**config.mk**
```make
export PLATFORM = sky130hd
export DESIGN_NAME = sts_cmp
export DESIGN_NICKNAME = d
export VERILOG_FILES = /design/src/sts_pkg.sv /design/src/sts_cmp.sv
export SDC_FILE = /design/constraint.sdc
export NUM_CORES = 1
export LEC_CHECK = 0
export ABC_AREA = 1
export BUFFER_PORTS_ARGS = -buffer_cell sky130_fd_sc_hd__buf_2
export CAP_MARGIN = 25
export CORE_ASPECT_RATIO = 1.4
export CORE_MARGIN = 4
export CORE_UTILIZATION = 45
export DETAILED_ROUTE_END_ITERATION = 10
export PLACE_DENSITY = 0.71
export SYNTH_ARGS = -nofsm -noshare
export SYNTH_HDL_FRONTEND = slang
export SYNTH_SLANG_ARGS = --single-unit
```
**constraint.sdc**
```tcl
create_clock -name vclk -period 1.4
set_input_delay 0.21 -clock vclk [all_inputs]
set_output_delay 0.21 -clock vclk [all_outputs]
set_load 0.1 [all_outputs]
```
**src/sts_pkg.sv**
```systemverilog
// Shared constants, codes and types for the sorted tuple set.
package sts_pkg;

  localparam int TABLE_DEPTH = 1024;
  localparam int IDX_W       = $clog2(TABLE_DEPTH);
  localparam int CNT_W       = IDX_W + 1;
  localparam int TUPLE_LEN   = 5;
  localparam int VAL_W       = 5;
  localparam int KEY_W       = TUPLE_LEN * VAL_W;
  localparam int RIDX_W      = 10;
  localparam int STAT_W      = 2;

  localparam logic MODE_INSERT = 1'b0;
  localparam logic MODE_READ   = 1'b1;

  localparam logic [STAT_W-1:0] STAT_OK    = 2'd0;
  localparam logic [STAT_W-1:0] STAT_DUP   = 2'd1;
  localparam logic [STAT_W-1:0] STAT_FULL  = 2'd2;
  localparam logic [STAT_W-1:0] STAT_RANGE = 2'd3;

  typedef logic [KEY_W-1:0] key_t;

  typedef enum logic [2:0] {
    S_IDLE,
    S_SCAN,
    S_DECIDE,
    S_SHIFT,
    S_PLACE,
    S_RDWAIT,
    S_RESP
  } state_t;

  typedef struct packed {
    logic             we;
    logic [IDX_W-1:0] waddr;
    key_t             wdata;
    logic [IDX_W-1:0] raddr;
  } mem_req_t;

  typedef struct packed {
    logic covered;
    logic le;
  } cmp_res_t;

endpackage

```
**src/sts_cmp.sv**
```systemverilog
// Shared compare unit: value-cover test and lexicographic order test.
module sts_cmp import sts_pkg::*; (
  input  key_t     stored,
  input  key_t     key,
  output cmp_res_t res
);

  logic [TUPLE_LEN-1:0] found;

  always_comb begin
    found = '0;
    for (int j = 0; j < TUPLE_LEN; j++) begin
      for (int k = 0; k < TUPLE_LEN; k++) begin
        if (stored[j*VAL_W +: VAL_W] == key[k*VAL_W +: VAL_W]) begin
          found[j] = 1'b1;
        end
      end
    end
    res.covered = &found;
    // field a sits in the top bits, so a plain compare is lexicographic
    res.le      = (stored <= key);
  end

endmodule

```
==> qor.yml, run 1 <==
status: "finished, violations left"
violations: "setup timing"
start_util: 0.475
tns_ns: -0.663
place_congestion: 0.982
ant_nets: 0
ff_latch_area_um2: 0
die_w_um: 67.2
critPathKind: "in -> out"
setup_viol: 2
worstMarginPinSlew_ns: 0.253
startpoint: "key[24]"
busiest_layer: "met2"
finalMaxSlewViolations: 0
routed_wl_um: 8460
power.internal_uw: 597
core-area_um2: 4640
avgSynthCellArea_um2: 5.43
synth_cell_types: 26
remaining_drc_errors: 0
fmax_mhz: 571
power.leakage_nw: 1.85
seq_cells: 0
synthesis.area_um2: 2210
hold_viol_final: 0
final_layout_size_suffix_gt1_frac: 0.385
crit_path_top_delay_cell: "nor2_1"
antenna_found_initial: 0
arrival_ns: 1.54
grt_use_met2: 0.528
clockBufferCount: 0
grt_max_degree: 7
switchingPower_uw: 623
p_sw_frac: 0.511
gr-usage-met3: 0.0199
grt_pass1_vias: 2811
nNetsFinal: 586
dp.cells: 564
cp.depth: 10
dr.pass1.iters: 4
routedWlPerCell_um: 14.8
seq_power_share: 0
hold_slack_ns: 1.11
rsz0062_at_grt: "true"
final_cell_mix: "117 x nand2_1, 73 x buf_4, 39 x xnor2_1"
syn_inst: 406
vias: 2853
diodes: 0
min_from: "stored[24]"
synth_nets: 481
io_buffers: 52
yosys_warnings: 0
layout.cells.non_filler: 571
power_density_nw_per_um2: 345
critPathTopFamily: "buffers and inverters"
vdd_drop_max_mv: 0.221
path_max_fanout: 2
end_kind: "output port"
required_ns: 1.19
grtUsageMet1: 0.326
ctsHoldBuffers: 0
path_cells: "buf_6 -> inv_4 -> ha_4 -> buf_4 -> a21oi_1 -> o21ai_0 -> nor2_1 -> nand3_4 -> nand2_8 -> buf_12"
grt-ovfl-total: 0
dpl.hpwl_um: 7000
drv_cap: 0
rows: 29
post-route-period-util: 1.25
layout_commonest_cell: "nand2_1"
die_h_um: 90.8
routed_via_density: 5.00
gr-usage-all-layers: 0.283
pwr-share-comb: 1.000
drtIter0Drc: 151
slew_headroom: 0.831
synth-seq-area-share: 0
fin_ws_ns: -0.351
clockPowerShare: 0
ios: 52
timing.critical_path.buf_inv: 4
startpoint_type: "primary input"
areaGrowthSynthToFinish_pct: 60.4
hp-class: "in -> out"
whs_path_depth: 8
pre_cts_slack_ns: -0.435
die-area_um2: 6100
slowest_delay_ns: 0.21
period_minus_slack_ns: 1.75
grt_pass1_wl_um: 13300
[logic make-up (layout without fill, tap and decap cells)]
kind of cell / after synthesis / in the layout / share of synthesized area
XOR/XNOR: 59 / 59 / 0.234
adder cells (fa/ha/maj): 25 / 25 / 0.142
AO/OA/AOI/OAI: 21 / 21 / 0.0516
AND/OR/NAND/NOR: 218 / 218 / 0.408
buffers and inverters: 83 / 186 / 0.164
[per-layer routing]
metal	up-vias	part of all wire
li1	1441	-
met1	1296	0.39
met2	87	0.53
met3	29	0.043
met4	0	0.037
met5	-	0
[worst paths after layout]
path              endpoint  slack [ns]
hold / removal      res[0]        1.11
setup / recovery    res[0]       -0.35
[cells in the mapped netlist (all sizes together)]
| cell | number | area (µm²) |
|---|---|---|
| a21oi | 14 | 73.8 |
| buf | 26 | 148 |
| clkbuf | 1 | 5.00 |
| clkinv | 1 | 3.75 |
| ha | 25 | 313 |
| inv | 55 | 206 |
| nand2 | 130 | 490 |
| nand3 | 29 | 150 |
| nand3b | 1 | 7.51 |
| nand4 | 7 | 43.8 |
| nor2 | 46 | 180 |
| nor3 | 4 | 20.0 |
| nor3b | 1 | 7.51 |
| o211ai | 1 | 7.51 |
| o21a | 1 | 7.51 |
| o21ai | 5 | 25.0 |
| xnor2 | 39 | 342 |
| xor2 | 20 | 175 |
[layout make-up]
class	instances	area, µm²
Fill cell	405	1110
Inverter	56	228
Timing Repair Buffer	130	1070
Tap cell	62	77.6
Multi-Input combinational cell	323	2160
[tightest hold or removal path, delay by kind of cell]
family | cells | cell delay (ns)
adders and majority gates | 1 | 0.10
and+or+nand+nor | 3 | 0.24
AOI/OAI and AO/OA | 2 | 0.11
buffers and inverters | 2 | 0.23
[repair_timing]
action                                  in CTS  in global routing
gates cloned                                 0                  0
pin swaps                                   34                 14
endpoints found under the setup margin       2                  2
setup buffers                                4                  3
gates resized for setup                     74                 15
[power groups by stage]
stage          Combinational, mW  Sequential (mW)  Clock (mW)
3_5_place_dp                1.02                0           0
5_1_grt                     1.33                0           0
4_1_cts                     1.17                0           0
3_3_place_gp                1.00                0           0
6_report                    1.22                0           0
2_1_floorplan              0.614                0           0
[stage by stage]
| stage | cell area [µm²] | power (mW) | utilization |
|---|---|---|---|
| after detailed placement | 3070 | 1.02 | 0.661 |
| after global placement | 3070 | 1.00 | 0.661 |
| after floorplan | 2340 | 0.614 | - |
| after global routing | 3540 | 1.33 | 0.762 |
| final | 3540 | 1.22 | 0.762 |
| after CTS | 3470 | 1.17 | 0.747 |
Power figures use the tool's default switching activity.
==> run 2, diff against run 1 <==
--- a/config.mk
+++ b/config.mk
@@ -12,7 +12,7 @@
 export CORE_MARGIN = 4
 export CORE_UTILIZATION = 45
 export DETAILED_ROUTE_END_ITERATION = 10
-export PLACE_DENSITY = 0.71
+export PLACE_DENSITY = 0.69
 export SYNTH_ARGS = -nofsm -noshare
 export SYNTH_HDL_FRONTEND = slang
 export SYNTH_SLANG_ARGS = --single-unit
==> constraint.sdc (replaced) <==
create_clock -name vclk -period 1.68
set_input_delay 0.252 -clock vclk [all_inputs]
set_output_delay 0.252 -clock vclk [all_outputs]
set_load 0.1 [all_outputs]
==> qor.yml, run 2 (synthesis gave the netlist of run 1 again) <==
power_mw: 1.06
hold_viol_final: 0
diodes: 0
critPathKind: "in -> out"
routed_via_density: 5.07
grt_pass1_vias: 2827
die_h_um: 90.8
seq_cells: 0
grt_pass1_wl_um: 13300
ff_latch_area_um2: 0
die-area_um2: 6100
power.leakage_nw: 1.87
required_ns: 1.43
routedWlPerCell_um: 15.4
die_w_um: 67.2
final_core_util: 0.782
clockBufferCount: 0
drtIter0Drc: 243
final_cell_mix: "117 x nand2_1, 80 x buf_4, 39 x xnor2_1"
vdd_drop_max_mv: 0.208
setup_viol: 2
io_buffers: 52
ant_nets: 0
post-route-period-util: 1.10
drv_cap: 0
power_density_nw_per_um2: 291
arrival_ns: 1.60
rsz0062_at_grt: "true"
dpl.hpwl_um: 7120
fill_cells: 411
start_util: 0.475
finalMaxSlewViolations: 0
gr-usage-all-layers: 0.280
remaining_drc_errors: 0
ios: 52
end_kind: "output port"
worstMarginPinSlew_ns: 0.249
path_max_fanout: 2
dp.cells: 570
routed_wl_um: 8890
layout.cells.non_filler: 578
fmax_mhz: 539
vias: 2930
rows: 29
violations: "setup timing"
dr.pass1.iters: 4
antenna_found_initial: 0
grt_max_degree: 7
pre_cts_slack_ns: -0.255
status: "finished, violations left"
place_congestion: 0.965
period_minus_slack_ns: 1.85
startpoint_type: "primary input"
grt-ovfl-total: 0
final_layout_size_suffix_gt1_frac: 0.417
ctsHoldBuffers: 0
hp-class: "in -> out"
core-area_um2: 4640
fin_ws_ns: -0.174
slew_headroom: 0.834
layout_commonest_cell: "nand2_1"
areaGrowthSynthToFinish_pct: 64.5
nNetsFinal: 593
==> run 2: changes by cell type in the layout (fill, tap and decap cells not counted), sizes merged <==
cell and delta:
buf +7
==> run 2: cell type report <==
class                      instances  area, µm²  share of cell area
inverter                          56        228              0.0627
tap                               62       77.6              0.0214
timing repair buffer             137       1080               0.296
multi-input combinational        323       2250               0.619
==> run 2: worst max-delay path, cell delays in order <==
cell     delay (ns)
buf_2          0.14
ha_4           0.24
a21oi_2        0.16
o21ai_2        0.07
nand2_1        0.06
nand2_1        0.06
nand2_1        0.10
nand2_2        0.09
nand3_2        0.09
nand3_4        0.10
nand2_8        0.08
buf_12         0.17
==> run 2: layer usage <==
layer / track usage / up-vias / wire length (µm) / part of all wire
met5: 0 / - / 0 / 0
li1: - / 1462 / - / -
met1: 0.333 / 1336 / 3460 / 0.39
met3: 0.0149 / 25 / 426 / 0.048
met4: 0.0914 / 0 / 368 / 0.041
met2: 0.511 / 107 / 4640 / 0.52
==> run 2: what timing repair did <==
| item | CTS | global route |
|---|---|---|
| endpoints found under the hold margin | 0 | 0 |
| setup endpoints to repair | 2 | 2 |
| gates resized for setup | 60 | 30 |
| buffers inserted | 6 | 2 |
| pin swaps | 26 | 21 |
| cloned | 0 | 0 |
==> run 2: path summary, 6_finish.rpt <==
path	endpoint	start	slack [ns]	cells after the start
worst max-delay path	res[0]	stored[2]	-0.17	12
worst min-delay path	res[0]	stored[24]	1.19	8
==> run 2: power by group <==
| group | internal (mW) | total, mW | switching, mW |
|---|---|---|---|
| clock network | 0 | 0 | 0 |
| logic | 0.513 | 1.06 | 0.543 |
| registers | 0 | 0 | 0 |
==> run 2: through the flow <==
| stage | area, µm² | hold slack [ns] | setup TNS, ns |
|---|---|---|---|
| 6_report | 3630 | 1.19 | -0.271 |
| 4_1_cts | 3460 | 1.19 | -0.218 |
| 3_3_place_gp | 3120 | 1.21 | -0.365 |
| 5_1_grt | 3630 | 1.22 | -0.390 |
| 2_1_floorplan | 2340 | 0.925 | -0.206 |
| 3_5_place_dp | 3120 | 1.22 | -0.434 |
